==> src/rtl/tle_pkg.sv <==
// Shared types, character codes and microcode table of the terminal line editor.
package tle_pkg;

	localparam int PC_W = 6;
	typedef logic [PC_W-1:0] pc_t;

	localparam logic [7:0] CH_LF     = 8'h0A;
	localparam logic [7:0] CH_CR     = 8'h0D;
	localparam logic [7:0] CH_BS     = 8'h08;
	localparam logic [7:0] CH_ESC    = 8'h1B;
	localparam logic [7:0] CH_SP     = 8'h20;
	localparam logic [7:0] CH_DOLLAR = 8'h24;
	localparam logic [7:0] CH_C      = 8'h43;
	localparam logic [7:0] CH_D      = 8'h44;
	localparam logic [7:0] CH_LBRK   = 8'h5B;
	localparam logic [7:0] CH_TILDE  = 8'h7E;
	localparam logic [7:0] CH_DEL    = 8'h7F;

	localparam logic [1:0] MODE_NORMAL = 2'd0;
	localparam logic [1:0] MODE_ESC    = 2'd1;
	localparam logic [1:0] MODE_CSI    = 2'd2;

	// jump conditions
	localparam logic [3:0] C_NONE       = 4'd0;
	localparam logic [3:0] C_ALWAYS     = 4'd1;
	localparam logic [3:0] C_MODE_ESC   = 4'd2;
	localparam logic [3:0] C_MODE_CSI   = 4'd3;
	localparam logic [3:0] C_IS_ESC     = 4'd4;
	localparam logic [3:0] C_IS_NL      = 4'd5;
	localparam logic [3:0] C_IS_BS      = 4'd6;
	localparam logic [3:0] C_PRINT_ROOM = 4'd7;
	localparam logic [3:0] C_CSI_D_OK   = 4'd8;
	localparam logic [3:0] C_CSI_C_OK   = 4'd9;
	localparam logic [3:0] C_J_GE_LEN   = 4'd10;
	localparam logic [3:0] C_RD_NOT_SP  = 4'd11;
	localparam logic [3:0] C_CUR_ZERO   = 4'd12;
	localparam logic [3:0] C_J1_GE_LEN  = 4'd13;
	localparam logic [3:0] C_J_GT_LEN   = 4'd14;
	localparam logic [3:0] C_J_LE_CUR   = 4'd15;

	localparam logic [1:0] E_NONE  = 2'd0;
	localparam logic [1:0] E_CONST = 2'd1;
	localparam logic [1:0] E_C     = 2'd2;
	localparam logic [1:0] E_RD    = 2'd3;

	localparam logic [2:0] J_HOLD  = 3'd0;
	localparam logic [2:0] J_ZERO  = 3'd1;
	localparam logic [2:0] J_CUR   = 3'd2;
	localparam logic [2:0] J_CURM1 = 3'd3;
	localparam logic [2:0] J_LEN   = 3'd4;
	localparam logic [2:0] J_INC   = 3'd5;
	localparam logic [2:0] J_DEC   = 3'd6;

	localparam logic [1:0] M_NONE = 2'd0;
	localparam logic [1:0] M_RD   = 2'd1;
	localparam logic [1:0] M_WR   = 2'd2;

	localparam logic [1:0] A_J   = 2'd0;
	localparam logic [1:0] A_J1  = 2'd1;
	localparam logic [1:0] A_JM1 = 2'd2;
	localparam logic [1:0] A_CUR = 2'd3;

	localparam logic W_RD = 1'b0;
	localparam logic W_C  = 1'b1;

	localparam logic [3:0] R_NONE    = 4'd0;
	localparam logic [3:0] R_INS     = 4'd1;
	localparam logic [3:0] R_DEL     = 4'd2;
	localparam logic [3:0] R_CLR     = 4'd3;
	localparam logic [3:0] R_CURINC  = 4'd4;
	localparam logic [3:0] R_CURDEC  = 4'd5;
	localparam logic [3:0] R_MESC    = 4'd6;
	localparam logic [3:0] R_MNORM   = 4'd7;
	localparam logic [3:0] R_MFROMC  = 4'd8;

	typedef struct packed {
		logic [3:0] cond;
		pc_t        target;
		logic [1:0] esrc;
		logic [7:0] ebyte;
		logic       echan;
		logic [2:0] jop;
		logic [1:0] mop;
		logic [1:0] asel;
		logic       wsel;
		logic [3:0] rop;
		logic       fin;
	} ucw_t;

	typedef struct packed {
		logic mode_esc;
		logic mode_csi;
		logic is_esc;
		logic is_nl;
		logic is_bs;
		logic print_room;
		logic csi_d_ok;
		logic csi_c_ok;
		logic j_ge_len;
		logic rd_not_sp;
		logic cur_zero;
		logic j1_ge_len;
		logic j_gt_len;
		logic j_le_cur;
	} flags_t;

	localparam pc_t P_IDLE   = 6'd0;
	localparam pc_t P_DISP   = 6'd1;
	localparam pc_t P_ESC    = 6'd8;
	localparam pc_t P_SETESC = 6'd9;
	localparam pc_t P_CSI    = 6'd10;
	localparam pc_t P_CSIL   = 6'd13;
	localparam pc_t P_CSIR   = 6'd16;
	localparam pc_t P_NL     = 6'd19;
	localparam pc_t P_NLSK   = 6'd20;
	localparam pc_t P_NLOUT  = 6'd23;
	localparam pc_t P_NLEND  = 6'd25;
	localparam pc_t P_BS     = 6'd27;
	localparam pc_t P_BSSH   = 6'd29;
	localparam pc_t P_BSE    = 6'd31;
	localparam pc_t P_BST    = 6'd34;
	localparam pc_t P_BSS    = 6'd36;
	localparam pc_t P_BSL    = 6'd37;
	localparam pc_t P_INS    = 6'd41;
	localparam pc_t P_INSH   = 6'd42;
	localparam pc_t P_INSW   = 6'd44;
	localparam pc_t P_INST   = 6'd46;
	localparam pc_t P_INSL0  = 6'd48;
	localparam pc_t P_INSL   = 6'd49;
	localparam pc_t P_DONE   = 6'd53;

	function automatic ucw_t ucode(input pc_t pc);
		ucw_t w;
		w = '0;
		case (pc)
			P_IDLE: begin end
			6'd1: begin w.cond = C_MODE_ESC; w.target = P_ESC; end
			6'd2: begin w.cond = C_MODE_CSI; w.target = P_CSI; end
			6'd3: begin w.cond = C_IS_ESC; w.target = P_SETESC; end
			6'd4: begin w.cond = C_IS_NL; w.target = P_NL; end
			6'd5: begin w.cond = C_IS_BS; w.target = P_BS; end
			6'd6: begin w.cond = C_PRINT_ROOM; w.target = P_INS; end
			6'd7: begin w.cond = C_ALWAYS; w.target = P_DONE; end
			// escape handling
			6'd8: begin w.rop = R_MFROMC; w.cond = C_ALWAYS; w.target = P_DONE; end
			6'd9: begin w.rop = R_MESC; w.cond = C_ALWAYS; w.target = P_DONE; end
			6'd10: begin w.rop = R_MNORM; w.cond = C_CSI_D_OK; w.target = P_CSIL; end
			6'd11: begin w.cond = C_CSI_C_OK; w.target = P_CSIR; end
			6'd12: begin w.cond = C_ALWAYS; w.target = P_DONE; end
			6'd13: begin w.esrc = E_CONST; w.ebyte = CH_ESC; end
			6'd14: begin w.esrc = E_CONST; w.ebyte = CH_LBRK; end
			6'd15: begin
				w.esrc = E_CONST; w.ebyte = CH_D; w.rop = R_CURDEC;
				w.cond = C_ALWAYS; w.target = P_DONE;
			end
			6'd16: begin w.esrc = E_CONST; w.ebyte = CH_ESC; end
			6'd17: begin w.esrc = E_CONST; w.ebyte = CH_LBRK; end
			6'd18: begin
				w.esrc = E_CONST; w.ebyte = CH_C; w.rop = R_CURINC;
				w.cond = C_ALWAYS; w.target = P_DONE;
			end
			// line end: newline, line without leading spaces, prompt
			6'd19: begin w.esrc = E_CONST; w.ebyte = CH_LF; w.jop = J_ZERO; end
			6'd20: begin w.mop = M_RD; w.asel = A_J; w.cond = C_J_GE_LEN; w.target = P_NLEND; end
			6'd21: begin w.cond = C_RD_NOT_SP; w.target = P_NLOUT; end
			6'd22: begin w.jop = J_INC; w.cond = C_ALWAYS; w.target = P_NLSK; end
			6'd23: begin w.mop = M_RD; w.asel = A_J; w.cond = C_J_GE_LEN; w.target = P_NLEND; end
			6'd24: begin
				w.esrc = E_RD; w.echan = 1'b1; w.jop = J_INC;
				w.cond = C_ALWAYS; w.target = P_NLOUT;
			end
			6'd25: begin w.esrc = E_CONST; w.ebyte = CH_DOLLAR; w.rop = R_CLR; end
			6'd26: begin w.esrc = E_CONST; w.ebyte = CH_SP; w.cond = C_ALWAYS; w.target = P_DONE; end
			// backspace
			6'd27: begin w.cond = C_CUR_ZERO; w.target = P_DONE; end
			6'd28: begin w.jop = J_CURM1; end
			6'd29: begin w.mop = M_RD; w.asel = A_J1; w.cond = C_J1_GE_LEN; w.target = P_BSE; end
			6'd30: begin
				w.mop = M_WR; w.asel = A_J; w.wsel = W_RD; w.jop = J_INC;
				w.cond = C_ALWAYS; w.target = P_BSSH;
			end
			6'd31: begin w.esrc = E_CONST; w.ebyte = CH_BS; w.rop = R_DEL; end
			6'd32: begin w.esrc = E_CONST; w.ebyte = CH_SP; end
			6'd33: begin w.esrc = E_CONST; w.ebyte = CH_BS; w.jop = J_CUR; end
			6'd34: begin w.mop = M_RD; w.asel = A_J; w.cond = C_J_GE_LEN; w.target = P_BSS; end
			6'd35: begin w.esrc = E_RD; w.jop = J_INC; w.cond = C_ALWAYS; w.target = P_BST; end
			6'd36: begin w.esrc = E_CONST; w.ebyte = CH_SP; w.jop = J_CUR; end
			6'd37: begin w.cond = C_J_GT_LEN; w.target = P_DONE; end
			6'd38: begin w.esrc = E_CONST; w.ebyte = CH_ESC; end
			6'd39: begin w.esrc = E_CONST; w.ebyte = CH_LBRK; end
			6'd40: begin
				w.esrc = E_CONST; w.ebyte = CH_D; w.jop = J_INC;
				w.cond = C_ALWAYS; w.target = P_BSL;
			end
			// printable insert
			6'd41: begin w.jop = J_LEN; end
			6'd42: begin w.mop = M_RD; w.asel = A_JM1; w.cond = C_J_LE_CUR; w.target = P_INSW; end
			6'd43: begin
				w.mop = M_WR; w.asel = A_J; w.wsel = W_RD; w.jop = J_DEC;
				w.cond = C_ALWAYS; w.target = P_INSH;
			end
			6'd44: begin
				w.mop = M_WR; w.asel = A_CUR; w.wsel = W_C; w.rop = R_INS;
				w.esrc = E_C;
			end
			6'd45: begin w.jop = J_CUR; end
			6'd46: begin w.mop = M_RD; w.asel = A_J; w.cond = C_J_GE_LEN; w.target = P_INSL0; end
			6'd47: begin w.esrc = E_RD; w.jop = J_INC; w.cond = C_ALWAYS; w.target = P_INST; end
			6'd48: begin w.jop = J_CUR; end
			6'd49: begin w.cond = C_J_GE_LEN; w.target = P_DONE; end
			6'd50: begin w.esrc = E_CONST; w.ebyte = CH_ESC; end
			6'd51: begin w.esrc = E_CONST; w.ebyte = CH_LBRK; end
			6'd52: begin
				w.esrc = E_CONST; w.ebyte = CH_D; w.jop = J_INC;
				w.cond = C_ALWAYS; w.target = P_INSL;
			end
			P_DONE: begin w.fin = 1'b1; end
			default: begin w.fin = 1'b1; end
		endcase
		return w;
	endfunction

endpackage

==> src/rtl/tle_dp.sv <==
// Datapath: line memory, length, cursor, index, escape mode and jump flags.
module tle_dp #(
	parameter int LINE_CAPACITY = 16,
	localparam int LW = $clog2(LINE_CAPACITY),
	localparam int JW = LW + 1
) (
	input  logic            clk,
	input  logic            arst_n,
	input  logic            load,
	input  logic [7:0]      rx_byte,
	input  logic            step,
	input  tle_pkg::ucw_t   ctl,
	output tle_pkg::flags_t flags,
	output logic [7:0]      emit_data
);

	logic [7:0]    mem [LINE_CAPACITY];
	logic [7:0]    c_q;
	logic [7:0]    rd_q;
	logic [1:0]    mode_q;
	logic [LW-1:0] len_q;
	logic [LW-1:0] cur_q;
	logic [JW-1:0] j_q;
	logic [JW-1:0] j_nx;
	logic [JW-1:0] j_p1;
	logic [JW-1:0] j_m1;
	logic [JW-1:0] len_x;
	logic [JW-1:0] cur_x;
	logic [LW-1:0] addr;
	logic [7:0]    wdata;

	assign len_x = {1'b0, len_q};
	assign cur_x = {1'b0, cur_q};
	assign j_p1  = j_q + JW'(1);
	assign j_m1  = j_q - JW'(1);

	always_comb begin
		case (ctl.asel)
			tle_pkg::A_J:   addr = j_q[LW-1:0];
			tle_pkg::A_J1:  addr = j_p1[LW-1:0];
			tle_pkg::A_JM1: addr = j_m1[LW-1:0];
			default:        addr = cur_q;
		endcase
	end

	assign wdata = (ctl.wsel == tle_pkg::W_C) ? c_q : rd_q;

	always_comb begin
		case (ctl.jop)
			tle_pkg::J_ZERO:  j_nx = '0;
			tle_pkg::J_CUR:   j_nx = cur_x;
			tle_pkg::J_CURM1: j_nx = cur_x - JW'(1);
			tle_pkg::J_LEN:   j_nx = len_x;
			tle_pkg::J_INC:   j_nx = j_p1;
			tle_pkg::J_DEC:   j_nx = j_m1;
			default:          j_nx = j_q;
		endcase
	end

	always_ff @(posedge clk) begin
		if (step && ctl.mop == tle_pkg::M_WR)
			mem[addr] <= wdata;
		if (step && ctl.mop == tle_pkg::M_RD)
			rd_q <= mem[addr];
		if (load)
			c_q <= rx_byte;
		if (step)
			j_q <= j_nx;
	end

	always_ff @(posedge clk or negedge arst_n) begin
		if (!arst_n) begin
			mode_q <= tle_pkg::MODE_NORMAL;
			len_q  <= '0;
			cur_q  <= '0;
		end else if (step) begin
			case (ctl.rop)
				tle_pkg::R_INS: begin
					len_q <= len_q + LW'(1);
					cur_q <= cur_q + LW'(1);
				end
				tle_pkg::R_DEL: begin
					len_q <= len_q - LW'(1);
					cur_q <= cur_q - LW'(1);
				end
				tle_pkg::R_CLR: begin
					len_q <= '0;
					cur_q <= '0;
				end
				tle_pkg::R_CURINC: cur_q <= cur_q + LW'(1);
				tle_pkg::R_CURDEC: cur_q <= cur_q - LW'(1);
				tle_pkg::R_MESC:   mode_q <= tle_pkg::MODE_ESC;
				tle_pkg::R_MNORM:  mode_q <= tle_pkg::MODE_NORMAL;
				tle_pkg::R_MFROMC: mode_q <= (c_q == tle_pkg::CH_LBRK) ?
					tle_pkg::MODE_CSI : tle_pkg::MODE_NORMAL;
				default: begin end
			endcase
		end
	end

	always_comb begin
		flags.mode_esc   = (mode_q == tle_pkg::MODE_ESC);
		flags.mode_csi   = (mode_q == tle_pkg::MODE_CSI);
		flags.is_esc     = (c_q == tle_pkg::CH_ESC);
		flags.is_nl      = (c_q == tle_pkg::CH_CR) || (c_q == tle_pkg::CH_LF);
		flags.is_bs      = (c_q == tle_pkg::CH_DEL) || (c_q == tle_pkg::CH_BS);
		flags.print_room = (c_q inside {[tle_pkg::CH_SP:tle_pkg::CH_TILDE]}) &&
			(len_q < LW'(LINE_CAPACITY - 1));
		flags.csi_d_ok   = (c_q == tle_pkg::CH_D) && (cur_q != '0);
		flags.csi_c_ok   = (c_q == tle_pkg::CH_C) && (cur_q < len_q);
		flags.j_ge_len   = (j_q >= len_x);
		flags.rd_not_sp  = (rd_q != tle_pkg::CH_SP);
		flags.cur_zero   = (cur_q == '0);
		flags.j1_ge_len  = (j_p1 >= len_x);
		flags.j_gt_len   = (j_q > len_x);
		flags.j_le_cur   = (j_q <= cur_x);
	end

	always_comb begin
		case (ctl.esrc)
			tle_pkg::E_C:  emit_data = c_q;
			tle_pkg::E_RD: emit_data = rd_q;
			default:       emit_data = ctl.ebyte;
		endcase
	end

endmodule

==> src/rtl/tle_emit.sv <==
// Output stage: one held-back byte so the final one of a burst carries tlast.
module tle_emit (
	input  logic       clk,
	input  logic       arst_n,
	input  logic       emit_req,
	input  logic [7:0] emit_byte,
	input  logic       emit_chan,
	input  logic       flush,
	output logic       stall,
	output logic       pend_v,
	output logic       m_tvalid,
	input  logic       m_tready,
	output logic [7:0] m_tdata,
	output logic       m_tuser,
	output logic       m_tlast
);

	logic       pend_v_q;
	logic [7:0] pend_byte_q;
	logic       pend_chan_q;
	logic       out_v_q;
	logic [7:0] out_byte_q;
	logic       out_chan_q;
	logic       out_last_q;
	logic       push;
	logic       slot_free;
	logic       adv;

	assign push      = (emit_req || flush) && pend_v_q;
	assign slot_free = !out_v_q || m_tready;
	assign stall     = push && !slot_free;
	assign adv       = (emit_req || flush) && !stall;

	always_ff @(posedge clk or negedge arst_n) begin
		if (!arst_n) begin
			pend_v_q <= 1'b0;
			out_v_q  <= 1'b0;
		end else begin
			if (push && slot_free)
				out_v_q <= 1'b1;
			else if (m_tready)
				out_v_q <= 1'b0;
			if (adv)
				pend_v_q <= emit_req;
		end
	end

	always_ff @(posedge clk) begin
		if (push && slot_free) begin
			out_byte_q <= pend_byte_q;
			out_chan_q <= pend_chan_q;
			out_last_q <= flush;
		end
		if (adv && emit_req) begin
			pend_byte_q <= emit_byte;
			pend_chan_q <= emit_chan;
		end
	end

	assign pend_v   = pend_v_q;
	assign m_tvalid = out_v_q;
	assign m_tdata  = out_byte_q;
	assign m_tuser  = out_chan_q;
	assign m_tlast  = out_last_q;

endmodule

==> src/rtl/terminal_line_editor.sv <==
// Terminal line editor top level: microcode sequencer, datapath and output stage.
//
// Input stream: one received terminal byte per transfer on s_tdata. Output stream:
// echo and command-line bytes on m_tdata, m_tuser 1 for command-line bytes, m_tlast
// on the final byte caused by one input byte. Bytes that cause no output (escape
// prefixes, ignored controls, a full line) give no transfer at all.
// A byte is taken only while the sequencer is idle; it then runs a microprogram at
// one control step per cycle unless stalled by the output. After dispatch steps on
// the byte, it shifts, redraws or sends characters on the command channel, skips
// leading spaces, emits cursor-left sequences and other bytes, and ends with a
// final step that releases the held byte with tlast.
// An emitted byte waits in a holding register until the next emit step or the final
// step moves it to the output register, so it appears in the cycle after that step.
// When the receiver stalls, the sequencer halts on the next emit or final step that
// finds the output register full; the held byte and the output register keep their
// contents. The next input byte is taken while the last result still waits in the
// output register.
// Reset clears the escape mode, line length and cursor, and returns to idle; the line
// memory needs no clearing since only written entries are used.
module terminal_line_editor #(
	parameter int LINE_CAPACITY = 16
) (
	input  logic       clk,
	input  logic       arst_n,
	input  logic       s_tvalid,
	output logic       s_tready,
	input  logic [7:0] s_tdata,   // [7:0] rx_byte
	output logic       m_tvalid,
	input  logic       m_tready,
	output logic [7:0] m_tdata,   // [7:0] out_byte
	output logic       m_tuser,   // [0] channel
	output logic       m_tlast
);

	tle_pkg::pc_t    pc_q;
	tle_pkg::ucw_t   ctl;
	tle_pkg::flags_t flags;
	logic            busy;
	logic            load;
	logic            stall;
	logic            step;
	logic            take;
	logic            pend_v;
	logic [7:0]      emit_data;

	assign busy     = (pc_q != tle_pkg::P_IDLE);
	assign s_tready = !busy;
	assign load     = s_tvalid && s_tready;
	assign ctl      = tle_pkg::ucode(pc_q);
	assign step     = busy && !stall;

	always_comb begin
		case (ctl.cond)
			tle_pkg::C_ALWAYS:     take = 1'b1;
			tle_pkg::C_MODE_ESC:   take = flags.mode_esc;
			tle_pkg::C_MODE_CSI:   take = flags.mode_csi;
			tle_pkg::C_IS_ESC:     take = flags.is_esc;
			tle_pkg::C_IS_NL:      take = flags.is_nl;
			tle_pkg::C_IS_BS:      take = flags.is_bs;
			tle_pkg::C_PRINT_ROOM: take = flags.print_room;
			tle_pkg::C_CSI_D_OK:   take = flags.csi_d_ok;
			tle_pkg::C_CSI_C_OK:   take = flags.csi_c_ok;
			tle_pkg::C_J_GE_LEN:   take = flags.j_ge_len;
			tle_pkg::C_RD_NOT_SP:  take = flags.rd_not_sp;
			tle_pkg::C_CUR_ZERO:   take = flags.cur_zero;
			tle_pkg::C_J1_GE_LEN:  take = flags.j1_ge_len;
			tle_pkg::C_J_GT_LEN:   take = flags.j_gt_len;
			tle_pkg::C_J_LE_CUR:   take = flags.j_le_cur;
			default:               take = 1'b0;
		endcase
	end

	always_ff @(posedge clk or negedge arst_n) begin
		if (!arst_n) begin
			pc_q <= tle_pkg::P_IDLE;
		end else if (load) begin
			pc_q <= tle_pkg::P_DISP;
		end else if (step) begin
			if (ctl.fin)
				pc_q <= tle_pkg::P_IDLE;
			else if (take)
				pc_q <= ctl.target;
			else
				pc_q <= pc_q + tle_pkg::PC_W'(1);
		end
	end

	tle_dp #(
		.LINE_CAPACITY(LINE_CAPACITY)
	) u_dp (
		.clk       (clk),
		.arst_n    (arst_n),
		.load      (load),
		.rx_byte   (s_tdata),
		.step      (step),
		.ctl       (ctl),
		.flags     (flags),
		.emit_data (emit_data)
	);

	tle_emit u_emit (
		.clk       (clk),
		.arst_n    (arst_n),
		.emit_req  (busy && ctl.esrc != tle_pkg::E_NONE),
		.emit_byte (emit_data),
		.emit_chan (ctl.echan),
		.flush     (busy && ctl.fin),
		.stall     (stall),
		.pend_v    (pend_v),
		.m_tvalid  (m_tvalid),
		.m_tready  (m_tready),
		.m_tdata   (m_tdata),
		.m_tuser   (m_tuser),
		.m_tlast   (m_tlast)
	);

	a_idle_no_pending: assert property (@(posedge clk) disable iff (!arst_n)
		s_tready |-> !pend_v)
		else $error("held output byte left behind at end of program");

	a_accept_starts: assert property (@(posedge clk) disable iff (!arst_n)
		s_tvalid && s_tready |=> !s_tready)
		else $error("sequencer did not start after a transfer");

	a_stall_cause: assert property (@(posedge clk) disable iff (!arst_n)
		stall |-> m_tvalid && !m_tready)
		else $error("sequencer stalled with a free output slot");

endmodule
==> config.mk <==
export PLATFORM = sky130hd
export DESIGN_NAME = terminal_line_editor
export DESIGN_NICKNAME = d
export VERILOG_FILES = /design/src/rtl/tle_pkg.sv /design/src/rtl/tle_dp.sv /design/src/rtl/tle_emit.sv /design/src/rtl/terminal_line_editor.sv
export SDC_FILE = /design/constraint.sdc
export NUM_CORES = 1
export LEC_CHECK = 0
export BUFFER_PORTS_ARGS = -buffer_cell sky130_fd_sc_hd__buf_2
export CORE_ASPECT_RATIO = 0.5
export CORE_MARGIN = 3
export CORE_UTILIZATION = 45
export CTS_CLUSTER_DIAMETER = 120
export DETAILED_ROUTE_END_ITERATION = 16
export GPL_ROUTABILITY_DRIVEN = 0
export MAX_ROUTING_LAYER = met4
export SLEW_MARGIN = 20
export SYNTH_ARGS = -nofsm -noshare
export SYNTH_HDL_FRONTEND = slang
export SYNTH_SLANG_ARGS = --single-unit
==> constraint.sdc <==
create_clock -name clk -period 3.45 [get_ports clk]
set_input_delay 0.1725 -clock clk [delete_from_list [all_inputs] [get_ports clk]]
set_output_delay 0.1725 -clock clk [all_outputs]
set_load 0.03 [all_outputs]
Yosys cells after proc, flatten, opt, wreduce, memory -nomap -nowiden:

Memory sizes are Yosys's and may differ from the RTL's. A register that Yosys moved wholly into a read port is not among the register bits.
Index checks and enable logic that the tools add are counted.

* mux-type cells: 26
* add/sub/neg operators: 8
* equality and inequality tests: 98
* reductions and logical operators: 55
* $lt $le $gt $ge: 8

Operators by type and width (count)
* 10-bit case mux with 26 select lines: 1
* 6-bit == test (second input constant): 21
* 6-bit by 5-bit == test with 1-bit output (second input constant): 16
* 7-bit case mux with 8 select lines: 1
* 53-bit OR reduction: 1
* 6-bit by 4-bit == test with 1-bit output (second input constant): 8
* 4-bit == test (second input constant): 9
* 4-bit case mux with 3 select lines: 3
* 4-bit by 3-bit == test with 1-bit output (second input constant): 8
* 8-bit by 7-bit == test with 1-bit output (second input constant): 4
* 4-bit case mux with 8 select lines: 1
* 5-bit case mux with 6 select lines: 1
* 6-bit by 3-bit == test with 1-bit output (second input constant): 4
* 8-bit by 4-bit == test with 1-bit output (second input constant): 3
* 6-bit two-way mux: 4
* 4-bit case mux with 5 select lines: 1
* 19-bit OR reduction: 1
* 3-bit case mux with 6 select lines: 1
* 4-bit by 2-bit == test with 1-bit output (second input constant): 4
* 8-bit case mux with 2 select lines: 1
* 4-bit OR reduction: 4
* 1-bit logical AND: 15
* 1-bit case mux with 15 select lines: 1
* 7-bit OR reduction: 2
* other kinds (39): 80

* word-level logic and storage cells: 209
* flip-flop bits (word level): 50
* memories kept: 1
* bits in writable memories: 128
* output and inout bits: 12
* input bits: 12

Memory list
* u_dp.mem: words 16, bits a word 8, read ports 1, clocked after Yosys merged registers in 1, write ports 1, line tle_dp.sv:17 `logic [7:0] mem [LINE_CAPACITY];`

Longest topological paths before layout:

Gate-level depths: netlist of the first run.

* depth in word-level cells: 13
* depth in mapped cells: 15
* depth with buffers taken out: 12

By module:

A second synthesis of the first run with hierarchy kept.

* cell total of the unflattened synthesis: 1227
* area total of the unflattened synthesis: 11847.6 um^2

By module, submodules not included
* tle_dp: sequential area each 4724.5 um^2, times used 1, cells an instance 885, area an instance 9143.8 um^2
* terminal_line_editor: sequential area each 150.1 um^2, times used 1, cells an instance 311, area an instance 2023.2 um^2
* tle_emit: sequential area each 620.6 um^2, times used 1, cells an instance 31, area an instance 680.7 um^2

Least setup slack after synthesis of the first run:

No wires, ideal clock.

* path type: register to register
* start: reg pc_q[0]
* end: mem u_dp.mem[12][0] (enable)
* data required time: 3.080 ns
* arrival: 3.013 ns
* path slack: 0.067 ns
* clock period less this slack: 3.383 ns
* path buffers: 3
* stages on the path, launching flop included: 14
* setup time: 0.370 ns
* cells stage by stage: dfrtp_1 inv_1 ha_1 clkbuf_1 clkbuf_1 a2bb2oi_1 o311a_1 nand4b_1 o211ai_1 a31o_2 buf_2 nor3_2 nand3_1 nor2_1

* cells in the longest elaborated chain, start to end: 13
* elaborated cells between the ends (all ways): 78
* those cells by class: eq/ne: 55; mux: 6; reduce/logical: 17

RTL lines
* from (decl): line terminal_line_editor.sv:35 `tle_pkg::pc_t pc_q;`
* from (signal assigned): line terminal_line_editor.sv:75 `pc_q <= tle_pkg::P_IDLE;`
* from (signal assigned): line terminal_line_editor.sv:77 `pc_q <= tle_pkg::P_DISP;`
* from (signal assigned): line terminal_line_editor.sv:80 `pc_q <= tle_pkg::P_IDLE;`
* 6-bit == test, or another cell as far along: line tle_pkg.sv:135 `case (pc)`
* 19-bit OR reduction (no source line) / 3-bit OR reduction (equally long branches)
* 2-bit case mux with 3 select lines: line tle_pkg.sv:135
* 2-bit nonzero test: line terminal_line_editor.sv:104 `.emit_req (busy && ctl.esrc != tle_pkg::E_NONE),`
* 1-bit logical AND: line terminal_line_editor.sv:104
* 1-bit logical OR: line tle_emit.sv:29 `assign push = (emit_req || flush) && pend_v_q;`
* 1-bit logical AND: line tle_emit.sv:29
* 1-bit logical AND: line tle_emit.sv:31 `assign stall = push && !slot_free;`
* 1-bit logical NOT: line terminal_line_editor.sv:50 `assign step = busy && !stall;`
* 1-bit logical AND: line terminal_line_editor.sv:50
* 1-bit logical AND: line tle_dp.sv:61 `if (step && ctl.mop == tle_pkg::M_WR)`
* 1-bit two-way mux: line tle_dp.sv:61
* 1-bit two-way mux (not written as such): line tle_dp.sv:62 `mem[addr] <= wdata;`
* to (decl): line tle_dp.sv:17

Several ways; a longest one is shown, not always the timed one.

Worst setup path in the final report of the first run:

* start: reg pc_q[0]
* end: mem u_dp.mem[7][3] (enable)

The elaborated chain is that of the path after synthesis.

==> impl_results.rst, run 1 <==
.. list-table::
   :header-rows: 1

   * - Metric
     - Value
   * - Outcome
     - finished clean
   * - Antenna Violating Nets Remaining
     - 0
   * - Routed WL
     - between 20 and 30 mm
   * - Async S/R FF share, synth
     - about a tenth
   * - Unrepaired setup endpoints after global routing
     - no
   * - Boundary Pins
     - 24
   * - Data required time of the worst path
     - around 3600 ps
   * - Area inside the core boundary
     - between 20000 and 25000 um2
   * - Routed met1 length
     - between 10 and 15 mm
   * - Drt initial violations
     - slightly above 700
   * - Data arrival at the endpoint of the critical path
     - approximately 3400 ps
   * - Warnings, synthesis
     - 0
   * - Global route total overflow
     - 0
   * - Transition time at the pin with the least slew margin
     - between 700 and 800 ps
   * - TritonCTS clock tree
     - done
   * - CP peak stage delay
     - roughly 470 ps
   * - TritonCTS Sinks
     - ~190
   * - Final hold viol count
     - 0
   * - Core Util, Final
     - around 54%
   * - Crit path max-delay cell type
     - dfrtp_2
   * - Post-Syn Nets
     - between 900 and 1000
   * - Reg power frac
     - a little over a third
   * - Worst hold-check path type
     - input port to flip-flop
   * - Worst Hold Endpoint
     - pc_q[1]
   * - Flip-flop and latch count after synthesis
     - about 190
   * - Average wire length per cell after detail routing
     - between 15 and 20 um
   * - Total met2 wirelength after detailed routing
     - ~11 mm
   * - Worst vdd rail ir drop
     - 0.363 mV
   * - Synth Cell Area
     - slightly above 10000 um2
   * - Initial cell density of the core
     - a little under half
   * - Ratio of routed vias to standard cells
     - 5.75
   * - Total CTS buffers
     - 17
   * - Final setup skew
     - roughly 12 ps
   * - Area added between synthesis and finish
     - 16.9%
   * - Vias post-DR
     - around 7400
   * - Worst Hold Depth
     - 4
   * - Sequential element share of the synthesized area
     - a little over half
   * - Maximum frequency from static timing analysis
     - between 300 and 400 MHz
   * - Register clock-pin slew on the reported worst setup and hold paths
     - ~70 ps
   * - Number of cells on the worst reg-to-reg path
     - 13
   * - Fin nets
     - slightly above 1000
   * - Clock network power share
     - a little under a quarter
   * - Root buffer cell
     - clkbuf_16
   * - Max cap viols
     - 0
   * - Total of endpoints with negative setup slack in the final report
     - 0
   * - Die footprint
     - about 25000 um2
   * - Startpoint of the worst hold path
     - s_tvalid
   * - Global-route wire length before repair
     - 40.5 mm
   * - Cell breakdown of the critical path
     - inv_2 > ha_4 > or3b_2 > a21oi_1 > nor4b_1 > nand4b_1 > o211ai_1 > a31o_2 > nor3_2 > buf_4 > nand3b_1 > nor2_1 > buf_4
   * - Max Transition Viols Final
     - 0
   * - Vias in the first global route
     - 7225
   * - Number of antenna violations at the first check in global routing
     - 0
   * - Internal reg-to-reg setup slack
     - 170 ps
   * - Port bufs
     - 23
   * - Post-route design area
     - approximately 12000 um2
   * - Part of the total power dissipated in combinational logic
     - 40.4%
   * - Number of buffers between clock root and the deepest sink
     - 2
   * - Slew HR
     - about half
   * - Diodes inserted
     - 0
   * - Nature of the critical path endpoint
     - flip-flop
   * - Share of the clock period used by the worst path after layout
     - between 90% and 100%
   * - Height of the die
     - 113 um
   * - Number of H-tree levels
     - 4
   * - Fraction of final layout cells with drive strength greater than 1
     - 17.7%
   * - Dominant cell type by count on the critical path
     - buf_4
   * - Internal
     - 5050 uW
   * - Sum of negative setup slack
     - 0 ps
   * - NetSw
     - 3030 uW
   * - Critical path buffers and inverters
     - 3
   * - Power density relative to cell area
     - between 600 and 700 nW/um2
   * - Number of design rule violations left after detail routing
     - 0
   * - DP Wirelength
     - around 18 mm
   * - Capture instance of the worst register-to-register path
     - u_dp.mem[7][3]
   * - Clock latency on the worst-skew pair
     - 450 ps
   * - Number of unique standard cell types used by synthesis
     - 81
   * - Placed instance area
     - 11200 um2
   * - Final Power
     - a little over 8000 uW
   * - Net Sw Frac
     - between 30% and 40%
   * - Category of the most critical setup path
     - flip-flop to flip-flop
   * - Critical path startpoint category
     - flip-flop
   * - R2R Path Start
     - pc_q[0]
   * - Largest net degree at the start of global routing
     - 48
   * - Top fanout value on the critical path
     - 8
   * - Instance count of the mapped netlist
     - 889
   * - Row count
     - 38
   * - X dimension of the die
     - ~220 um
   * - Overall global routing resource usage
     - between 20 and 25%
   * - Avg Synthesized Cell Area
     - around 12 um2
   * - Uppermost signal routing layer after detailed routing
     - met4
   * - Leakage power
     - 0.00471 uW
   * - Final critical path time including I/O delays and setup
     - approximately 3300 ps
   * - Gate family responsible for the most delay along the worst path
     - simple AND/OR/NAND/NOR gates
   * - First-pass iteration count of the detailed router
     - 5
   * - Commonest register cell after synthesis
     - edfxtp_1
   * - Number of synthesized flops with an enable pin
     - roughly 170
   * - WL met3
     - 1.65 mm
-- flip-flops by register name, indices dropped and copies added (netlist names) --
| register | count |
|---|---|
| u_dp.mem | 128 |
| u_dp.c_q | 8 |
| u_dp.rd_q | 8 |
| u_emit.m_tdata | 8 |
| u_emit.pend_byte_q | 8 |
| pc_q | 6 |
| u_dp.j_q | 5 |
| u_dp.cur_q | 4 |
| u_dp.len_q | 4 |
| u_dp.mode_q | 2 |
| u_emit.m_tlast | 1 |
| u_emit.m_tuser | 1 |
| u_emit.m_tvalid | 1 |
| u_emit.pend_chan_q | 1 |
| u_emit.pend_v | 1 |
-- synthesized netlist by cell type (8+ instances only) --
cell type | instances | area share [%]
edfxtp_1 | 168 | 49
mux2i_1 | 130 | 13
nand2_1 | 83 | 3.0
nor2_1 | 62 | 2.3
a21oi_1 | 35 | 1.7
o21ai_0 | 35 | 1.7
inv_1 | 30 | 1.1
ha_1 | 26 | 3.2
nand3_1 | 22 | 1.1
buf_2 | 21 | 1.0
clkbuf_1 | 18 | 0.66
dfrtp_1 | 18 | 4.4
nand2b_1 | 18 | 1.1
a21o_1 | 13 | 0.95
nor3_1 | 12 | 0.59
nor2b_1 | 11 | 0.67
xnor2_1 | 11 | 0.94
o22ai_1 | 10 | 0.61
nand4_1 | 9 | 0.55
buf_4 | 8 | 0.59
-- tightest hold or removal path, cell delays in order --
cell and delay, ps:
buf_2 70, nand2_1 80, nand3_1 90, o21ai_1 50
-- how the worst max path moves through the flow --
stage	from	end	cells after the start	slack, ps
2_1_floorplan	pc_q[0]	u_dp.mem[12][0]	13	70
3_3_place_gp	pc_q[0]	pc_q[3]	13	30
3_5_place_dp	pc_q[0]	pc_q[5]	13	30
4_1_cts	pc_q[0]	u_dp.mem[7][6]	13	20
5_1_grt	pc_q[0]	u_dp.mem[15][1]	13	10
6_report	pc_q[0]	u_dp.mem[7][3]	13	170
-- layer usage --
layer | GRT usage (%) | vias up
li1 | - | 3517
met1 | 30.6 | 3568
met2 | 32.6 | 273
met3 | 5.47 | 55
met4 | 5.69 | 0
met5 | - | -
-- power groups by stage --
stage / logic (uW) / clock network (uW) / registers (uW)
after CTS: 3150 / 1910 / 2940
after global routing: 3550 / 2010 / 2980
after floorplan: 2050 / 0 / 3000
final: 3260 / 1870 / 2960
after global placement: 3120 / 0 / 2980
after detailed placement: 3130 / 0 / 2990
-- cell usage in the layout, fill, tap and decap left out, drive strengths merged, types with 13 or more instances in the layout --
cell type / Yosys / routed
nand3: 22 / 22
a21o: 13 / 13
nor3: 13 / 13
nor2: 62 / 62
dfrtp: 18 / 18
nand2b: 19 / 19
o21ai: 39 / 39
nand2: 83 / 83
inv: 32 / 39
a21oi: 35 / 35
mux2i: 130 / 130
edfxtp: 168 / 168
ha: 26 / 26
buf: 35 / 114
clkbuf: 19 / 18
-- cell families (layout without fill, tap and decap cells) --
logic type               after synthesis  after routing  synth area share [%]
XOR/XNOR                              18             18                  1.54
AND/OR/NAND/NOR                      274            274                  13.6
adder cells (fa/ha/maj)               28             28                  3.56
AO/OA/AOI/OAI                        166            166                  10.9
buffers and inverters                 86            187                  4.07
flip-flops                           186            186                  53.6
multiplexers                         131            131                  12.8
-- per-stage QoR --
| step | std cells | hold WS (ps) | worst slack, ps |
|---|---|---|---|
| floorplan | 889 | -123 | 67.2 |
| global placement | 1248 | 151 | 28.1 |
| detailed placement | 1248 | 162 | 29.1 |
| CTS | 1288 | 50.2 | 20.4 |
| global route | 1290 | 65.6 | 14.4 |
| finish | 1290 | 63.2 | 168 |
-- final cells by class --
class | instances | area [um2]
clock inverters | 14 | 130
inverters | 32 | 120
repair buffers | 124 | 1000
fillers | 1857 | 10000
flip-flops and latches | 186 | 5500
multi-input cells | 617 | 4430
well taps | 300 | 375
clock buffers | 17 | 425
-- repair_timing --
item | in CTS | in global routing
hold endpoints to repair | 26 | 0
endpoints found under the setup margin | 2 | 151
gates resized for setup | 1 | 15
setup buffers | 0 | 1
pin swaps | 0 | 2
hold buffers | 9 | 0
cloned | 0 | 1
(Power assumes the default switching activity.)
==> run 2: changes to the inputs <==
--- a/config.mk
+++ b/config.mk
@@ -16,4 +16,5 @@
 export SLEW_MARGIN = 20
 export SYNTH_ARGS = -nofsm -noshare
 export SYNTH_HDL_FRONTEND = slang
+export SYNTH_HIERARCHICAL = 1
 export SYNTH_SLANG_ARGS = --single-unit
==> run 2 against run 1 <==
  * Hold slack worse by 37 ps
  * Core utilization rose by 2.2 points
  * Fmax down 0.74%
  * Combinational power grew 15%
  * Non-clock buffer count increased by 57
  * Sequential share of layout area decreased by 7.9 points
  * First-iteration DRC count up 76%
  * Clock-buffer cell count rose by 4
  * Via count grew 40%
  * Clock power rose by 5%
  * Register-to-register slack worse by 20 ps
  * Final area rose by 21%
  * Critical path type unchanged
  * Largest power group unchanged
==> impl_results.rst, run 2 <==
.. list-table::
   :header-rows: 1

   * - Metric
     - Value
   * - Max Transition Viols Final
     - 0 (unchanged)
   * - Global-route wire length before repair
     - 55.2 mm (+36%)
   * - Register clock-pin slew on the reported worst setup and hold paths
     - 70 ps (about the same)
   * - Data required time of the worst path
     - 3610 ps (about the same)
   * - Fin nets
     - 1379 (+35%)
   * - Number of cells on the worst reg-to-reg path
     - 17 (+4)
   * - Total CTS buffers
     - 17 (unchanged)
   * - Port bufs
     - 23 (unchanged)
   * - Routed WL
     - 35.4 mm (+38%)
   * - CP peak stage delay
     - 420 ps (-50 ps)
   * - Placed cell count
     - 1639 (+31%)
   * - Vias post-DR
     - 10400 (+40%)
   * - Share of synthesized area spent on multiplexers
     - 7.46% (-5.3 points)
   * - Row count
     - 41 (+7.9%)
   * - Instance count of the mapped netlist
     - 1227 (+38%)
   * - Final Instance Count excl. Fillers
     - 1694 (+31%)
   * - Area leader, netlist
     - edfxtp_1
   * - Top area cells in the synthesized netlist
     - edfxtp_1, nand2_1, a21oi_1, dfrtp_1, mux2i_1
   * - Final setup skew
     - 11.8 ps (+0.176 ps)
   * - Library cell with the highest instance count after synthesis
     - nand2_1
   * - Area fraction of the dominant cell type after synthesis
     - 42.6% (-6.6 points)
   * - Data arrival at the endpoint of the critical path
     - 3470 ps (+30 ps)
   * - Post-Syn Nets
     - 1269 (+37%)
   * - Top reg by flops
     - u_dp/mem
   * - Fraction of final layout cells with drive strength greater than 1
     - 23.6% (+5.9 points)
   * - Flip-flop and latch count after synthesis
     - 186 (unchanged)
   * - Die footprint
     - 28400 um2 (+15%)
   * - Core Util, Final
     - 56.7% (+2.2 points)
   * - Root buffer cell
     - clkbuf_16
   * - Initial cell density of the core
     - 46.4% (-0.23 points)
   * - DP Wirelength
     - 24.4 mm (+35%)
   * - Final critical path time including I/O delays and setup
     - 3310 ps (+24.5 ps)
   * - Most frequent cells in the layout
     - nand2_1, edfxtp_1, buf_4, a21oi_1, nor2_1
   * - Routed met1 length
     - 15.8 mm (+27%)
   * - Capture instance of the worst register-to-register path
     - u_dp/mem[12][5]
   * - Post-route design area
     - 14500 um2 (+21%)
   * - Async S/R FF share, synth
     - 9.68% (unchanged)
   * - Sum of negative setup slack
     - 0 ps (unchanged)
   * - Compound-Gate Fraction of Synth Area
     - 18.2% (+7.4 points)
   * - Sequential element share of the synthesized area
     - 46.4% (-7.2 points)
   * - Overall global routing resource usage
     - 25.4% (+3.4 points)
   * - Number of design rule violations left after detail routing
     - 0 (unchanged)
   * - Ranking of synthesized cells by instance count
     - nand2_1, edfxtp_1, a21oi_1, nor2_1, nand3_1
   * - TritonCTS Sinks
     - 186 (unchanged)
   * - Drt initial violations
     - 1281 (+76%)
   * - R2R Path Start
     - pc_q[0]
   * - Worst vdd rail ir drop
     - 0.354 mV (-2.4%)
   * - Top fanout value on the critical path
     - 8 (unchanged)
   * - Number of buffers between clock root and the deepest sink
     - 2 (unchanged)
   * - Leakage power
     - 0.00517 uW (+9.8%)
   * - Number of synthesized flops with an enable pin
     - 168 (unchanged)
   * - Largest net degree at the start of global routing
     - 49 (+2.1%)
   * - Transition time at the pin with the least slew margin
     - 846 ps (+105 ps)
   * - Outcome
     - finished clean
   * - Area inside the core boundary
     - 25500 um2 (+16%)
   * - Average wire length per cell after detail routing
     - 20.9 um (+4.7%)
   * - Cell breakdown of the critical path
     - ha_2 > or3b_4 > a21oi_4 > a311oi_1 > and4b_2 > nand4_1 > inv_2 > o21ai_2 > nor2_2 > nor2_2 > nand2_2 > nor2_2 > buf_6 > nand3_4 > buf_4 > nor2_4 > buf_12
   * - Number of unique standard cell types used by synthesis
     - 88 (+8.6%)
   * - Uppermost signal routing layer after detailed routing
     - met4
   * - Maximum frequency from static timing analysis
     - 302 MHz (-0.74%)
   * - First-pass iteration count of the detailed router
     - 8 (+3)
   * - Share of the clock period used by the worst path after layout
     - 95.8% (+0.71 points)
   * - Internal reg-to-reg setup slack
     - 140 ps (-20 ps)
   * - Height of the die
     - 121 um (+7.1%)
   * - Commonest register cell after synthesis
     - edfxtp_1
   * - Synth Cell Area
     - 11800 um2 (+15%)
   * - Worst Hold Depth
     - 3 (-1)
   * - Nature of the critical path endpoint
     - flip-flop
   * - TritonCTS clock tree
     - done
   * - Most common cell after layout, fill and taps aside
     - nand2_1
   * - Number of antenna violations at the first check in global routing
     - 0 (unchanged)
   * - Final hold viol count
     - 0 (unchanged)
   * - Global route total overflow
     - 0 (unchanged)
   * - Clock latency on the worst-skew pair
     - 450 ps (about the same)
   * - Crit path max-delay cell type
     - dfrtp_1
   * - Avg Synthesized Cell Area
     - 9.66 um2 (-16%)
   * - Power density relative to cell area
     - 592 nW/um2 (-12%)
   * - Dominant cell type by count on the critical path
     - nor2_2
   * - Startpoint of the worst hold path
     - m_tready
   * - Warnings, synthesis
     - 6 (+6)
   * - Slew HR
     - 43.3% (-7.2 points)
   * - Vias in the first global route
     - 9790 (+36%)
   * - WL met3
     - 3.07 mm (+86%)
   * - Antenna Violating Nets Remaining
     - 0 (unchanged)
   * - X dimension of the die
     - 235 um (+7.3%)
   * - Ratio of routed vias to standard cells
     - 6.14 (+6.9%)
   * - Total met2 wirelength after detailed routing
     - 15.7 mm (+42%)
   * - Worst Hold Endpoint
     - u_emit/m_tvalid
   * - Share of synthesized cell area in full adder, half adder and majority cells
     - 3.29% (-0.27 points)
   * - Diodes inserted
     - 0 (unchanged)
   * - Max cap viols
     - 0 (unchanged)
   * - Boundary Pins
     - 24 (unchanged)
   * - Post-synthesis xor/xnor area fraction
     - 1.25% (-0.29 points)
   * - Combinational family with the most area after synthesis
     - simple AND/OR/NAND/NOR gates
   * - Worst hold-check path type
     - input port to flip-flop
   * - Placed instance area
     - 13400 um2 (+19%)
   * - Total of endpoints with negative setup slack in the final report
     - 0 (unchanged)
   * - Area added between synthesis and finish
     - 22.3%
   * - Critical path startpoint category
     - flip-flop
   * - Category of the most critical setup path
     - flip-flop to flip-flop
   * - Number of H-tree levels
     - 4 (unchanged)
   * - Post-synthesis share of cell area spent on and, or, nand and nor gates
     - 19.0% (+5.4 points)
   * - Flip-flop count of the largest register after layout
     - 128 (unchanged)
run 2: cell count changes in the layout (fill, tap and decap cells not counted), sizes merged, moves of 8 or more:
| cell | delta |
|---|---|
| nand2 | +131 |
| mux2i | -89 |
| a21oi | +62 |
| buf | +58 |
| mux2 | +41 |
| nor2 | +33 |
| a211oi | +31 |
| nand3 | +30 |
| a31oi | +16 |
| o32ai | +13 |
| inv | -8 |
run 2: logic make-up (layout without fill, tap and decap cells):
kind of cell / Yosys count / in the layout
muxes: 83 / 83
adders and majority gates: 30 / 30
other: 1 / 1
DFF: 186 / 186
AOI/OAI and AO/OA: 311 / 311
and+or+nand+nor: 481 / 481
buffers and inverters: 119 / 242
xor gates and xnor gates: 16 / 16
run 2: cell type report:
cell class | count | area (um2)
fillers | 2185 | 11100
well taps | 344 | 430
repair buffers | 181 | 1640
flip-flops and latches | 186 | 5500
clock inverters | 11 | 138
multi-input cells | 922 | 6230
clock buffers | 21 | 440
inverters | 29 | 109
run 2: report_power, final:
group          switching, uW  internal, uW
combinational           2120          1630
sequential               203          2650
clock                    889          1080
total                   3220          5360
run 2: worst max-delay path by stage:
stage,slack [ps],end,startpoint,depth (start not counted)
floorplan,-30,u_dp/mem[10][0],pc_q[0],15
global placement,-90,u_dp/mem[5][2],pc_q[0],18
detailed placement,-100,u_dp/mem[5][0],pc_q[0],18
CTS,0.2,u_dp/mem[14][0],pc_q[0],17
global route,-10,u_dp/rd_q[3],pc_q[0],13
finish,140,u_dp/mem[12][5],pc_q[0],17
run 2: worst max-delay path: cells and delay by family, from the launching register on:
family	cells	cell delay [ps]
flops	1	420
simple gates	9	1460
buf+inv	4	530
fa+ha+maj	1	210
compound gates	3	380
run 2: per-stage QoR:
step	total power (uW)	setup slack, ps	hold slack (ps)
6_report	8570	144	25.8
3_5_place_dp	6330	-97.4	145
2_1_floorplan	5050	-26.6	-123
4_1_cts	8310	0.154	1.39
5_1_grt	9010	-9.59	16.0
3_3_place_gp	6290	-93.3	148
run 2: repair_timing:
action	in CTS	in global routing
setup buffers	6	8
setup endpoints to repair	133	152
gates resized for setup	4	56
pin swaps	7	16
hold endpoints to repair	26	0
hold buffers	9	0
run 2: layer usage:
| layer | vias to the layer above | GRT usage, % |
|---|---|---|
| li1 | 4803 | - |
| met1 | 5037 | 34.9 |
| met2 | 491 | 37.4 |
| met3 | 74 | 6.22 |
| met4 | 0 | 8.00 |
| met5 | - | - |
==> run 3: changes to the inputs <==
--- a/config.mk
+++ b/config.mk
@@ -6,6 +6,8 @@
 export NUM_CORES = 1
 export LEC_CHECK = 0
 export BUFFER_PORTS_ARGS = -buffer_cell sky130_fd_sc_hd__buf_2
+export CELL_PAD_IN_SITES_DETAIL_PLACEMENT = 0
+export CELL_PAD_IN_SITES_GLOBAL_PLACEMENT = 1
 export CORE_ASPECT_RATIO = 0.5
 export CORE_MARGIN = 3
 export CORE_UTILIZATION = 45
@@ -13,6 +15,7 @@
 export DETAILED_ROUTE_END_ITERATION = 16
 export GPL_ROUTABILITY_DRIVEN = 0
 export MAX_ROUTING_LAYER = met4
+export PLACE_DENSITY_LB_ADDON = 0.1
 export SLEW_MARGIN = 20
 export SYNTH_ARGS = -nofsm -noshare
 export SYNTH_HDL_FRONTEND = slang
==> run 3 against run 2 <==
  * First-iteration DRC count down 2.6%
  * Fmax down 2.1%
  * Sequential power about the same
  * Via count up 0.63%
  * Setup slack worse by 72 ps
  * Sequential share of layout area down 0.12 points
  * Sequential cell count unchanged
  * Routed wire length up 3.7%
  * Power up 1.6%
  * Core utilization up 0.21 points
  * Hold slack better by 5.5 ps
  * Largest power group unchanged
==> impl_results.rst, run 3 (same netlist as run 2, synthesis figures left out) <==
.. list-table::
   :header-rows: 1

   * - Metric
     - Value
   * - Most common cell after layout, fill and taps aside
     - nand2_1
   * - Met1 Resource Use GR
     - 36.8% (+1.9 points)
   * - Top fanout value on the critical path
     - 8 (unchanged)
   * - Boundary Pins
     - 24 (unchanged)
   * - Total CTS buffers
     - 17 (unchanged)
   * - Final Instance Count excl. Fillers
     - 1710 (+0.94%)
   * - Top reg by flops
     - u_dp/mem
   * - Hold slack
     - 31.4 ps (+5.53 ps)
   * - Leakage power
     - 0.00523 uW (+1.1%)
   * - Routed WL
     - 36.7 mm (+3.7%)
   * - Maximum frequency from static timing analysis
     - 296 MHz (-2.1%)
   * - Area occupied by multi-input gates
     - 6250 um2 (+0.28%)
   * - TritonCTS clock tree
     - done
   * - Share of the clock period used by the worst path after layout
     - 97.9% (+2.1 points)
   * - Unrepaired setup endpoints after global routing
     - yes
   * - Placed cell count
     - 1654 (+0.92%)
   * - Nature of the critical path endpoint
     - flip-flop
   * - Grt peak-use layer
     - met2
   * - Die footprint
     - 28400 um2 (unchanged)
   * - Met3 GRT Util
     - 5.33% (-0.89 points)
   * - Transition time at the pin with the least slew margin
     - 678 ps (-167 ps)
   * - Critical path startpoint category
     - flip-flop
   * - Antenna Violating Nets Remaining
     - 0 (unchanged)
   * - Core Util, Final
     - 56.9% (+0.21 points)
   * - Drt initial violations
     - 1248 (-2.6%)
   * - Area added between synthesis and finish
     - 22.7%
   * - NetSw
     - 3390 uW (+5.3%)
   * - Final critical path time including I/O delays and setup
     - 3380 ps (+72.2 ps)
   * - Placed instance area
     - 13400 um2 (+0.28%)
   * - Global route total overflow
     - 0 (unchanged)
   * - Worst Hold Depth
     - 3 (unchanged)
   * - Worst hold-check path type
     - input port to flip-flop
   * - X dimension of the die
     - 235 um (unchanged)
   * - Diodes inserted
     - 0 (unchanged)
   * - Part of the total power dissipated in combinational logic
     - 43.8% (about the same)
   * - Number of fillers in the final layout
     - 2171 (-0.64%)
   * - Ratio of routed vias to standard cells
     - 6.12 (-0.31%)
   * - Reg power frac
     - 33.0% (-0.3 points)
   * - TritonCTS Sinks
     - 186 (unchanged)
   * - Final Power
     - 8710 uW (+1.6%)
   * - Category of the most critical setup path
     - flip-flop to flip-flop
   * - Average wire length per cell after detail routing
     - 21.4 um (+2.7%)
   * - Overall global routing resource usage
     - 26.5% (+1.1 points)
   * - Global-route wire length before repair
     - 56.9 mm (+3.2%)
   * - Final setup skew
     - 22.0 ps (+10.2 ps)
   * - Number of cells on the worst reg-to-reg path
     - 17 (unchanged)
   * - Internal
     - 5320 uW (-0.68%)
   * - Flip-flop count of the largest register after layout
     - 128 (unchanged)
   * - Area inside the core boundary
     - 25500 um2 (unchanged)
   * - Max cap viols
     - 0 (unchanged)
   * - Data required time of the worst path
     - 3620 ps (about the same)
   * - First-pass iteration count of the detailed router
     - 6 (-2)
   * - Root buffer cell
     - clkbuf_16
   * - Height of the die
     - 121 um (unchanged)
   * - FF+latch area
     - 5500 um2 (about the same)
   * - DP Wirelength
     - 26.0 mm (+6.4%)
   * - Final hold viol count
     - 0 (unchanged)
   * - Fraction of final layout cells with drive strength greater than 1
     - 24.8% (+1.3 points)
   * - Number of buffers between clock root and the deepest sink
     - 2 (unchanged)
   * - Largest net degree at the start of global routing
     - 148 (+200%)
   * - Row count
     - 41 (unchanged)
   * - Data arrival at the endpoint of the critical path
     - 3550 ps (+80 ps)
   * - Post-route design area
     - 14500 um2 (+0.37%)
   * - Clock latency on the worst-skew pair
     - 460 ps (about the same)
   * - Met2 track utilization from global routing
     - 39.3% (+2.0 points)
   * - Most frequent cells in the layout
     - nand2_1, edfxtp_1, buf_4, a21oi_1, nor2_1
   * - Outcome
     - finished clean
   * - Port bufs
     - 23 (unchanged)
   * - Max Transition Viols Final
     - 0 (unchanged)
   * - Fin nets
     - 1395 (+1.2%)
   * - Power density relative to cell area
     - 599 nW/um2 (+1.2%)
   * - Worst vdd rail ir drop
     - 0.351 mV (-0.73%)
   * - Total of endpoints with negative setup slack in the final report
     - 0 (unchanged)
   * - Number of H-tree levels
     - 4 (unchanged)
   * - Vias post-DR
     - 10500 (+0.63%)
   * - Vias in the first global route
     - 9892 (+1.0%)
   * - Number of antenna violations at the first check in global routing
     - 0 (unchanged)
   * - Register clock-pin slew on the reported worst setup and hold paths
     - 80 ps (about the same)
   * - Slew HR
     - 54.8% (+12 points)
   * - Clock network power share
     - 23.2% (+0.2 points)
   * - Number of design rule violations left after detail routing
     - 0 (unchanged)
   * - Net Sw Frac
     - 38.9% (+1.4 points)
   * - Initial cell density of the core
     - 46.4% (unchanged)
[run 3: changes by cell type in the layout (fill, tap and decap cells not counted), sizes merged]
cell      change
clkbuf        -4
bufinv        -1
clkinv        +2
buf          +16
clkinvlp      +3
[run 3: power by group through the flow]
stage / registers, uW / clock network [uW] / logic [uW]
2_1_floorplan: 2850 / 0 / 2200
3_3_place_gp: 2900 / 0 / 3460
3_5_place_dp: 2900 / 0 / 3470
4_1_cts: 2850 / 2060 / 3570
5_1_grt: 2890 / 2160 / 4080
6_report: 2870 / 2020 / 3810
[run 3: worst paths after layout]
path / start / to / slack (ps)
worst max-delay path: pc_q[0] / u_dp/mem[12][0] / 70
worst min-delay path: m_tready / u_emit/m_tvalid / 30
worst max register to register: pc_q[0] / u_dp/mem[12][0] / 70
worst min register to register: u_emit/pend_byte_q[5] / u_emit/m_tdata[5] / 430
max in group asynchronous: arst_n / pc_q[2] / 2850
min in group asynchronous: arst_n / u_dp/cur_q[2] / 210
[run 3: area by class of cell]
cell class | count | area share [%]
Inverter | 29 | 0.749
Sequential cell | 186 | 37.8
Clock buffer | 17 | 2.93
Clock inverter | 15 | 1.27
Multi-Input combinational cell | 922 | 43.0
Tap cell | 344 | 2.96
Timing Repair Buffer | 197 | 11.3
[run 3: critical path, cell delays in order (launching register included)]
cell and delay, ps:
dfrtp_2 440, ha_2 230, or3b_4 390, a21oi_2 180, a311oi_1 60, and4b_2 270
nand4_1 150, inv_1 80, o21ai_2 150, nor2_2 70, nor2_2 150, nand2_2 80
nor2_4 170, buf_12 150, nand3_4 80, buf_4 170, nor2_4 120, buf_12 140
[run 3: through the flow]
| stage | worst slack, ps | setup TNS [ps] |
|---|---|---|
| floorplan | -26.6 | -871 |
| global placement | -47.8 | -2690 |
| detailed placement | -148 | -13390 |
| CTS | 2.58 | 0 |
| global route | -87.9 | -3480 |
| finish | 71.4 | 0 |
[run 3: timing repair]
item | 4_1_cts | 5_1_grt
resized for setup | 19 | 37
endpoints found under the hold margin | 26 | 0
pin swaps | 15 | 20
endpoints found under the setup margin | 130 | 157
setup buffers | 7 | 8
hold buffers | 9 | 0
[run 3: per-layer routing]
metal	up-vias	wire, um
li1	4833	-
met1	5132	17100
met2	424	16200
met3	82	2520
met4	0	875
met5	-	0
